==> src/rtl/core/integer_to_radix_digits_defines.svh <==
// ----------------------------------------------------------------------------
// integer_to_radix_digits assertion macros
// shared concurrent assertion forms, empty when synthesising
// ----------------------------------------------------------------------------
`ifndef INTEGER_TO_RADIX_DIGITS_DEFINES_SVH
`define INTEGER_TO_RADIX_DIGITS_DEFINES_SVH

`ifndef SYNTHESIS
// same-cycle implication
`define ITD_ASSERT_IMPLIES(name, clk, rst_n, ante, cons) \
    name: assert property (@(posedge clk) disable iff (!rst_n) (ante) |-> (cons)) \
        else $error("integer_to_radix_digits: assertion failed");
// next-cycle implication
`define ITD_ASSERT_NEXT(name, clk, rst_n, ante, cons) \
    name: assert property (@(posedge clk) disable iff (!rst_n) (ante) |=> (cons)) \
        else $error("integer_to_radix_digits: assertion failed");
`else
`define ITD_ASSERT_IMPLIES(name, clk, rst_n, ante, cons)
`define ITD_ASSERT_NEXT(name, clk, rst_n, ante, cons)
`endif

`endif

==> src/rtl/core/itd_pkg.sv <==
// ----------------------------------------------------------------------------
// itd_pkg
// constants, types and codes shared by the radix digit converter
// ----------------------------------------------------------------------------
package itd_pkg;

    localparam int VALUE_BITS     = 32;
    localparam int MAX_BASE       = 16;
    localparam int MIN_BASE       = 2;
    localparam int ALPHABET_CHARS = 16;
    localparam int CHAR_W         = 8;
    localparam int DIGIT_W        = $clog2(ALPHABET_CHARS);
    localparam int BASE_W         = 5;
    localparam int IDX_W          = $clog2(VALUE_BITS);
    localparam int CNT_W          = $clog2(VALUE_BITS + 1);
    localparam int ALPHABET_W     = ALPHABET_CHARS * CHAR_W;
    localparam int CFG_IDX_W      = 2;
    localparam int CFG_DATA_W     = 64;

    // register indexes
    localparam logic [CFG_IDX_W-1:0] REG_BASE_SIZE     = 2'd0;
    localparam logic [CFG_IDX_W-1:0] REG_ALPHABET_LOW  = 2'd1;
    localparam logic [CFG_IDX_W-1:0] REG_ALPHABET_HIGH = 2'd2;

    // character codes
    localparam logic [CHAR_W-1:0] CHAR_PLUS  = 8'h2B;
    localparam logic [CHAR_W-1:0] CHAR_MINUS = 8'h2D;
    localparam logic [CHAR_W-1:0] CHAR_SPACE = 8'h20;
    localparam logic [CHAR_W-1:0] CHAR_TOP   = 8'd126;

    typedef struct packed {
        logic                  done;
        logic [VALUE_BITS-1:0] quotient;
        logic [DIGIT_W-1:0]    remainder;
    } div_result_t;

    typedef struct packed {
        logic done;
        logic ok;
    } chk_result_t;

endpackage

==> src/rtl/core/itd_divider.sv <==
// ----------------------------------------------------------------------------
// itd_divider
// bit-serial restoring divider, one quotient bit per cycle
// ----------------------------------------------------------------------------
module itd_divider
(
    input  logic                                clk,
    input  logic                                rst_n,
    input  logic                                start,
    input  logic [itd_pkg::VALUE_BITS-1:0]      dividend,
    input  logic [itd_pkg::BASE_W-1:0]          divisor,
    output itd_pkg::div_result_t                result
);

    logic                              busy_reg, busy_next;
    logic                              done_reg, done_next;
    logic [itd_pkg::IDX_W-1:0]         cnt_reg, cnt_next;
    logic [itd_pkg::VALUE_BITS-1:0]    q_reg, q_next;
    logic [itd_pkg::DIGIT_W-1:0]       r_reg, r_next;
    logic [itd_pkg::DIGIT_W:0]         trial;
    logic [itd_pkg::DIGIT_W:0]         diff;
    logic                              ge;

    // trial subtract of the shifted partial remainder
    assign trial = {r_reg, q_reg[itd_pkg::VALUE_BITS-1]};
    assign ge    = (trial >= divisor);
    assign diff  = trial - divisor;

    always_comb
    begin
        busy_next = busy_reg;
        done_next = 1'b0;
        cnt_next  = cnt_reg;
        q_next    = q_reg;
        r_next    = r_reg;
        if (start)
        begin
            busy_next = 1'b1;
            cnt_next  = '0;
            q_next    = dividend;
            r_next    = '0;
        end
        else if (busy_reg)
        begin
            q_next   = {q_reg[itd_pkg::VALUE_BITS-2:0], ge};
            r_next   = ge ? diff[itd_pkg::DIGIT_W-1:0] : trial[itd_pkg::DIGIT_W-1:0];
            cnt_next = cnt_reg + 1'b1;
            if (cnt_reg == itd_pkg::IDX_W'(itd_pkg::VALUE_BITS - 1))
            begin
                busy_next = 1'b0;
                done_next = 1'b1;
            end
        end
    end

    always_ff @(posedge clk or negedge rst_n)
    begin
        if (!rst_n)
        begin
            busy_reg <= 1'b0;
            done_reg <= 1'b0;
            cnt_reg  <= '0;
        end
        else
        begin
            busy_reg <= busy_next;
            done_reg <= done_next;
            cnt_reg  <= cnt_next;
        end
    end

    always_ff @(posedge clk)
    begin
        q_reg <= q_next;
        r_reg <= r_next;
    end

    assign result.done      = done_reg;
    assign result.quotient  = q_reg;
    assign result.remainder = r_reg;

endmodule

==> src/rtl/core/itd_alpha_check.sv <==
// ----------------------------------------------------------------------------
// itd_alpha_check
// walks the alphabet one character per cycle checking range and uniqueness
// ----------------------------------------------------------------------------
module itd_alpha_check
(
    input  logic                                clk,
    input  logic                                rst_n,
    input  logic                                start,
    input  logic [itd_pkg::BASE_W-1:0]          base_size,
    input  logic [itd_pkg::ALPHABET_W-1:0]      alphabet,
    output itd_pkg::chk_result_t                result
);

    logic                              busy_reg, busy_next;
    logic                              done_reg, done_next;
    logic                              ok_reg, ok_next;
    logic                              bad_reg, bad_next;
    logic [itd_pkg::DIGIT_W-1:0]       idx_reg, idx_next;
    logic [itd_pkg::CHAR_W-1:0]        cur_char;
    logic                              dup;
    logic                              bad_now;
    logic                              size_ok;
    logic                              at_end;

    assign size_ok  = (base_size >= itd_pkg::BASE_W'(itd_pkg::MIN_BASE))
                   && (base_size <= itd_pkg::BASE_W'(itd_pkg::MAX_BASE));
    assign cur_char = alphabet[{idx_reg, 3'b000} +: itd_pkg::CHAR_W];
    assign at_end   = ({1'b0, idx_reg} == (base_size - 1'b1));

    // compare against every later character inside the radix
    always_comb
    begin
        dup = 1'b0;
        for (int j = 0; j < itd_pkg::ALPHABET_CHARS; j++)
        begin
            if ((itd_pkg::BASE_W'(j) > {1'b0, idx_reg})
                && (itd_pkg::BASE_W'(j) < base_size)
                && (alphabet[j*itd_pkg::CHAR_W +: itd_pkg::CHAR_W] == cur_char))
            begin
                dup = 1'b1;
            end
        end
    end

    assign bad_now = dup
                  || (cur_char <= itd_pkg::CHAR_SPACE)
                  || (cur_char > itd_pkg::CHAR_TOP)
                  || (cur_char == itd_pkg::CHAR_PLUS)
                  || (cur_char == itd_pkg::CHAR_MINUS);

    always_comb
    begin
        busy_next = busy_reg;
        done_next = 1'b0;
        ok_next   = ok_reg;
        bad_next  = bad_reg;
        idx_next  = idx_reg;
        if (start)
        begin
            idx_next = '0;
            bad_next = 1'b0;
            if (size_ok)
            begin
                busy_next = 1'b1;
            end
            else
            begin
                done_next = 1'b1;
                ok_next   = 1'b0;
            end
        end
        else if (busy_reg)
        begin
            bad_next = bad_reg | bad_now;
            idx_next = idx_reg + 1'b1;
            if (at_end)
            begin
                busy_next = 1'b0;
                done_next = 1'b1;
                ok_next   = !(bad_reg | bad_now);
            end
        end
    end

    always_ff @(posedge clk or negedge rst_n)
    begin
        if (!rst_n)
        begin
            busy_reg <= 1'b0;
            done_reg <= 1'b0;
            ok_reg   <= 1'b0;
            bad_reg  <= 1'b0;
            idx_reg  <= '0;
        end
        else
        begin
            busy_reg <= busy_next;
            done_reg <= done_next;
            ok_reg   <= ok_next;
            bad_reg  <= bad_next;
            idx_reg  <= idx_next;
        end
    end

    assign result.done = done_reg;
    assign result.ok   = ok_reg;

endmodule

==> src/rtl/core/integer_to_radix_digits.sv <==
// ----------------------------------------------------------------------------
// integer_to_radix_digits: signed integer to text in a configured radix
// sequence: alphabet check (skipped for zero), then one division per digit in
//   the shared bit-serial divider, then one character per cycle while the receiver is ready
// flow: one value at a time, the next value is taken only back in idle
// reset: rst_n async low, idle, control and configuration registers zero, no transfer pending
// ----------------------------------------------------------------------------
`include "integer_to_radix_digits_defines.svh"

module integer_to_radix_digits
(
    input  logic                                clk,
    input  logic                                rst_n,
    // configuration write channel
    input  logic                                cfg_valid,
    output logic                                cfg_ready,
    input  logic [itd_pkg::CFG_IDX_W-1:0]       cfg_index,
    input  logic [itd_pkg::CFG_DATA_W-1:0]      cfg_data,
    // input channel
    input  logic                                in_valid,
    output logic                                in_ready,
    input  logic signed [itd_pkg::VALUE_BITS-1:0] value,
    // output channel
    output logic                                out_valid,
    input  logic                                out_ready,
    output logic [itd_pkg::CHAR_W-1:0]          character,
    output logic                                last
);

    // sequencer states
    localparam logic [2:0] ST_IDLE   = 3'd0;
    localparam logic [2:0] ST_ZERO   = 3'd1;
    localparam logic [2:0] ST_CHECK  = 3'd2;
    localparam logic [2:0] ST_SIGN   = 3'd3;
    localparam logic [2:0] ST_DIVIDE = 3'd4;
    localparam logic [2:0] ST_EMIT   = 3'd5;

    // configuration registers
    logic [itd_pkg::BASE_W-1:0]          base_size_reg;
    logic [itd_pkg::CFG_DATA_W-1:0]      alphabet_low_reg;
    logic [itd_pkg::CFG_DATA_W-1:0]      alphabet_high_reg;
    logic [itd_pkg::ALPHABET_W-1:0]      alphabet;

    // sequencer and datapath
    logic [2:0]                          state_reg, state_next;
    logic                                neg_reg, neg_next;
    logic [itd_pkg::VALUE_BITS-1:0]      mag_reg, mag_next;
    logic [itd_pkg::CNT_W-1:0]           count_reg, count_next;
    logic [itd_pkg::DIGIT_W-1:0]         digit_reg [itd_pkg::VALUE_BITS];
    logic                                push;
    logic [itd_pkg::CNT_W-1:0]           count_dec;
    logic [itd_pkg::DIGIT_W-1:0]         top_digit;

    // output register
    logic                                out_valid_reg, out_valid_next;
    logic [itd_pkg::CHAR_W-1:0]          character_reg, character_next;
    logic                                last_reg, last_next;
    logic                                out_free;
    logic                                load;

    logic                                in_fire;
    logic [itd_pkg::VALUE_BITS-1:0]      in_mag;

    logic                                div_start;
    logic [itd_pkg::VALUE_BITS-1:0]      div_dividend;
    itd_pkg::div_result_t                div_res;
    logic                                chk_start;
    itd_pkg::chk_result_t                chk_res;

    // ------------------------------------------------------------------
    // configuration port, never stalls; an unknown index is dropped
    // ------------------------------------------------------------------
    assign cfg_ready = 1'b1;

    always_ff @(posedge clk or negedge rst_n)
    begin
        if (!rst_n)
        begin
            base_size_reg     <= '0;
            alphabet_low_reg  <= '0;
            alphabet_high_reg <= '0;
        end
        else if (cfg_valid && cfg_ready)
        begin
            unique case (cfg_index)
                itd_pkg::REG_BASE_SIZE:
                    base_size_reg <= cfg_data[itd_pkg::BASE_W-1:0];
                itd_pkg::REG_ALPHABET_LOW:
                    alphabet_low_reg <= cfg_data;
                itd_pkg::REG_ALPHABET_HIGH:
                    alphabet_high_reg <= cfg_data;
                default:
                    ;
            endcase
        end
    end

    assign alphabet = {alphabet_high_reg, alphabet_low_reg};

    // ------------------------------------------------------------------
    // input side: magnitude in unsigned form, most negative value wraps
    // to its own unsigned magnitude
    // ------------------------------------------------------------------
    assign in_ready = (state_reg == ST_IDLE);
    assign in_fire  = in_valid && in_ready;
    assign in_mag   = value[itd_pkg::VALUE_BITS-1] ? (~value + 1'b1) : value;

    // output slot can take a character this cycle
    assign out_free = !out_valid_reg || out_ready;

    // digits come out least significant first, so they stack up and are
    // read back from the top
    assign count_dec = count_reg - 1'b1;
    assign top_digit = digit_reg[count_dec[itd_pkg::IDX_W-1:0]];

    // first division runs on the stored magnitude, later ones on the
    // quotient just produced
    assign div_dividend = (state_reg == ST_DIVIDE) ? div_res.quotient : mag_reg;
    assign chk_start    = in_fire && (value != '0);

    always_comb
    begin
        state_next     = state_reg;
        neg_next       = neg_reg;
        mag_next       = mag_reg;
        count_next     = count_reg;
        push           = 1'b0;
        div_start      = 1'b0;
        load           = 1'b0;
        character_next = character_reg;
        last_next      = last_reg;
        unique case (state_reg)
            ST_IDLE:
            begin
                if (in_fire)
                begin
                    neg_next   = value[itd_pkg::VALUE_BITS-1];
                    mag_next   = in_mag;
                    count_next = '0;
                    state_next = (value == '0) ? ST_ZERO : ST_CHECK;
                end
            end
            ST_ZERO:
            begin
                // zero always gives alphabet character 0
                if (out_free)
                begin
                    load           = 1'b1;
                    character_next = alphabet_low_reg[itd_pkg::CHAR_W-1:0];
                    last_next      = 1'b1;
                    state_next     = ST_IDLE;
                end
            end
            ST_CHECK:
            begin
                if (chk_res.done)
                begin
                    if (!chk_res.ok)
                    begin
                        state_next = ST_IDLE;
                    end
                    else if (neg_reg)
                    begin
                        state_next = ST_SIGN;
                    end
                    else
                    begin
                        div_start  = 1'b1;
                        state_next = ST_DIVIDE;
                    end
                end
            end
            ST_SIGN:
            begin
                if (out_free)
                begin
                    load           = 1'b1;
                    character_next = itd_pkg::CHAR_MINUS;
                    last_next      = 1'b0;
                    div_start      = 1'b1;
                    state_next     = ST_DIVIDE;
                end
            end
            ST_DIVIDE:
            begin
                if (div_res.done)
                begin
                    push       = 1'b1;
                    count_next = count_reg + 1'b1;
                    mag_next   = div_res.quotient;
                    if (div_res.quotient == '0)
                    begin
                        state_next = ST_EMIT;
                    end
                    else
                    begin
                        div_start = 1'b1;
                    end
                end
            end
            ST_EMIT:
            begin
                if (out_free)
                begin
                    load           = 1'b1;
                    character_next = alphabet[{top_digit, 3'b000} +: itd_pkg::CHAR_W];
                    last_next      = (count_reg == itd_pkg::CNT_W'(1));
                    count_next     = count_dec;
                    if (count_reg == itd_pkg::CNT_W'(1))
                    begin
                        state_next = ST_IDLE;
                    end
                end
            end
            default:
            begin
                state_next = ST_IDLE;
            end
        endcase
    end

    assign out_valid_next = load ? 1'b1 : (out_ready ? 1'b0 : out_valid_reg);

    always_ff @(posedge clk or negedge rst_n)
    begin
        if (!rst_n)
        begin
            state_reg     <= ST_IDLE;
            neg_reg       <= 1'b0;
            count_reg     <= '0;
            out_valid_reg <= 1'b0;
        end
        else
        begin
            state_reg     <= state_next;
            neg_reg       <= neg_next;
            count_reg     <= count_next;
            out_valid_reg <= out_valid_next;
        end
    end

    // payload registers, no reset
    always_ff @(posedge clk)
    begin
        mag_reg       <= mag_next;
        character_reg <= character_next;
        last_reg      <= last_next;
        if (push)
        begin
            digit_reg[count_reg[itd_pkg::IDX_W-1:0]] <= div_res.remainder;
        end
    end

    assign out_valid = out_valid_reg;
    assign character = character_reg;
    assign last      = last_reg;

    // ------------------------------------------------------------------
    // shared units
    // ------------------------------------------------------------------
    itd_alpha_check u_check
    (
        .clk       (clk),
        .rst_n     (rst_n),
        .start     (chk_start),
        .base_size (base_size_reg),
        .alphabet  (alphabet),
        .result    (chk_res)
    );

    itd_divider u_divider
    (
        .clk      (clk),
        .rst_n    (rst_n),
        .start    (div_start),
        .dividend (div_dividend),
        .divisor  (base_size_reg),
        .result   (div_res)
    );

    // ------------------------------------------------------------------
    // checks
    // ------------------------------------------------------------------
    // an accepted value always takes the sequencer out of idle in the next cycle
    `ITD_ASSERT_NEXT(a_leave_idle, clk, rst_n, in_fire, state_reg != ST_IDLE)
    // the digit stack never grows past one digit per value bit
    `ITD_ASSERT_IMPLIES(a_stack_bound, clk, rst_n, 1'b1, count_reg <= itd_pkg::CNT_W'(itd_pkg::VALUE_BITS))
    // emitting from an empty stack would underflow
    `ITD_ASSERT_IMPLIES(a_emit_nonempty, clk, rst_n, state_reg == ST_EMIT, count_reg != '0)
    // the divider only finishes while the sequencer waits for it
    `ITD_ASSERT_IMPLIES(a_div_owner, clk, rst_n, div_res.done, state_reg == ST_DIVIDE)

endmodule

==> config.mk <==
export PLATFORM = sky130hd
export DESIGN_NAME = integer_to_radix_digits
export DESIGN_NICKNAME = d
export VERILOG_FILES = /design/src/rtl/core/itd_pkg.sv /design/src/rtl/core/itd_divider.sv /design/src/rtl/core/itd_alpha_check.sv /design/src/rtl/core/integer_to_radix_digits.sv
export VERILOG_INCLUDE_DIRS = /design/src /design/src/rtl/core
export SDC_FILE = /design/constraint.sdc
export NUM_CORES = 1
export LEC_CHECK = 0
export BUFFER_PORTS_ARGS = -buffer_cell sky130_fd_sc_hd__buf_2
export CAP_MARGIN = 30
export CELL_PAD_IN_SITES_DETAIL_PLACEMENT = 0
export CELL_PAD_IN_SITES_GLOBAL_PLACEMENT = 1
export CORE_ASPECT_RATIO = 0.8
export CORE_MARGIN = 3
export CORE_UTILIZATION = 40
export CTS_BUF_LIST = sky130_fd_sc_hd__clkbuf_4
export DETAILED_ROUTE_END_ITERATION = 10
export PLACE_DENSITY_LB_ADDON = 0.1
export SLEW_MARGIN = 10
export SYNTH_ARGS = -nofsm -noshare
export SYNTH_HDL_FRONTEND = slang
export SYNTH_SLANG_ARGS = --single-unit
==> constraint.sdc <==
create_clock -name clk -period 4.5 [get_ports clk]
set_input_delay 0.9 -clock clk [delete_from_list [all_inputs] [get_ports clk]]
set_output_delay 0.9 -clock clk [all_outputs]
set_load 0.01 [all_outputs]
==> results_dict.tcl <==
set metrics [dict create \
    cp-end-kind "register" \
    dp_hpwl_um 40200 \
    place_ws_ns 0.439 \
    max_freq_ghz 0.255 \
    yosysTopAreaCell "edfxtp_1" \
    postSynthCellCount 1533 \
    critPathLaunchType "register" \
    ys_seq_area_share_pct 51.2 \
    worst_slack_ns 0.576 \
    worst_pin_slew_ns 0.987 \
    syn-num-nets 1656 \
    clock_skew_ns 0.0746 \
    drive_gt1_share_pct 33.2 \
    maxCapViolations 0 \
    synthArstFlopShare_pct 43.7 \
    root_buffer "clkbuf_4" \
    io_pins 115 \
    grt_pass1_vias 13400 \
    routed_via_density 5.66 \
    coreArea_um2 48500 \
    fin_util_pct 46.2 \
    vias 13600 \
    clk_pin_slew_ns 0.07 \
    setup-violations-final 0 \
    dp_cells 2233 \
    antenna_found_initial 4 \
    final_cell_mix "edfxtp_1 (201), mux2_2 (169), dfrtp_1 (156)" \
    drtAntennaViolNets 0 \
    synth_area_um2 19700 \
    post_drt_wl_per_cell_um 23.4 \
    remaining_drc_errors 0 \
    tritoncts "built" \
    cts_buffers 94 \
    grt_first_pass_wirelength_um 85100 \
    grt_overflow_total 0 \
    fin_crit_sh_pct 87.2 \
    firstDrtPassIters 6 \
    synth_cell_types 68 \
    synth_edf_count 201 \
    synth-main-ff-cell "edfxtp_1" \
    critPathKind "reg -> reg" \
    rsz0062_at_grt "false" \
    regArea_um2 10100 \
    yosys.area.top_type_share_pct 30.6 \
    clockBufferDepth 3 \
    hold_viol 0 \
    ir_drop_uv 468 \
    status "complete, no violations" \
    power_density_nw_per_um2 756 \
    synth_seq_cells 364 \
    multi_input_area_um2 9100 \
    critPathMaxFanout 23 \
    clock_sinks 364 \
    die_w_um 254 \
    initial_core_util_pct 40.6 \
    largest_reg_flops 128 \
    cp_data_required_time_ns 5.29 \
    tns_ns 0 \
    fin_crit_ns 3.92 \
    final_nets 1825 \
    clk_latency_ns 0.89 \
    gp_congestion 0.920 \
    layout_commonest_cell "edfxtp_1" \
    drv_slew 0 \
    drt_iter0_drc 1151 \
    die_h_um 204 \
    syn_avg_cell_area_um2 12.9 \
    rows 72 \
    maxSlewHeadroom_pct 34.2 \
    io_buffers 113 \
    grt_max_degree 67 \
    cts_resized 0 \
    cp_data_arrival_time_ns 4.71 \
    hold_path_class "in -> reg" \
    grt_use_total_pct 22.0 \
    power_mw 16.9 \
    leakage_nw 8.54 \
    htreeDepth 3 \
    yosys_warnings 0 \
    instances_no_fill 2405 \
    wirelength_um 56200 \
    layout-area-overhead-vs-synth_pct 13.5 \
    ys_top_cells_by_area "edfxtp_1 (31%), dfrtp_1 (20%), mux2_2 (9.7%), mux4_2 (7.8%), mux2i_1 (4.4%)" \
    n_fill_cell 4549 \
    die-area_um2 52000 \
]
==> final cells by class <==
class | instances | area share (%)
multi-input combinational | 1051 | 40.7
clock inverter | 17 | 0.498
tap | 629 | 3.52
sequential | 364 | 45.1
timing repair buffer | 170 | 4.80
inverter | 21 | 0.352
antenna | 6 | 0.0671
clock buffer | 147 | 4.93
==> Yosys cell counts, types with 24 or more instances <==
library cell / number
clkbuf_1: 57
dfrtp_1: 159
edfxtp_1: 201
mux2_2: 169
mux2i_1: 87
mux4_2: 68
nand2_1: 84
nand3_1: 24
nor2_1: 88
o21ai_0: 79
xnor2_1: 62
xor2_1: 97
==> what timing repair did <==
action / in CTS / in global routing
setup buffers: 0 / 0
hold buffers: 1 / 0
setup endpoints to repair: 0 / 0
endpoints found under the hold margin: 37 / 0
==> critical path: stages, from the launching register on <==
cell and delay (ns):
dfrtp_2 0.79, buf_4 0.39, mux4_2 0.34, a22oi_1 0.21, nand2_1 0.40, buf_4 0.34, xor2_1 0.14, a2111oi_0 0.49
nand4_1 0.13, nand4_1 0.25, nor3_1 0.08, a211oi_1 0.24
==> logic make-up (layout without fill, tap and decap cells) <==
| group | after synthesis | after routing | share of synthesized area, % |
|---|---|---|---|
| compound gates | 211 | 211 | 7.02 |
| flops | 364 | 364 | 51.2 |
| buf+inv | 118 | 355 | 2.83 |
| xor+xnor | 160 | 160 | 7.15 |
| other cells | 1 | 7 | 0.0190 |
| mux | 325 | 325 | 21.9 |
| simple gates | 334 | 334 | 8.51 |
| fa+ha+maj | 20 | 20 | 1.31 |
==> power by group <==
group	internal, mW	switching [mW]	total [mW]
Sequential	4.49	0.831	5.32
Combinational	3.82	4.84	8.66
Clock	1.54	1.40	2.94
Total	9.84	7.08	16.9
==> through the flow <==
step,cell area [um2],hold slack [ns]
global placement,21100,0.483
global route,22400,0.193
detailed placement,21100,0.486
finish,22400,0.260
floorplan,19700,0.451
CTS,22300,0.202
==> final timing paths <==
check	from	endpoint	slack (ns)	cells past startpoint
max	u_check.idx_reg[3]	u_check.bad_reg	0.58	11
min	cfg_data[28]	alphabet_low_reg[28]	0.26	2
max reg2reg	u_check.idx_reg[3]	u_check.bad_reg	0.58	11
min reg2reg	count_reg[5]	count_reg[5]	0.49	1
max in group asynchronous	rst_n	u_divider.cnt_reg[3]	2.96	3
min in group asynchronous	rst_n	alphabet_high_reg[33]	0.59	2
==> metal layers <==
metal / GRT usage, % / wire [um] / vias to the layer above
li1: - / - / 6198
met1: 35.7 / 28400 / 6859
met2: 28.4 / 22400 / 475
met3: 6.40 / 4580 / 80
met4: 4.79 / 847 / 2
met5: 0 / 13 / -
Note: power is estimated with default switching activity, not from simulation.
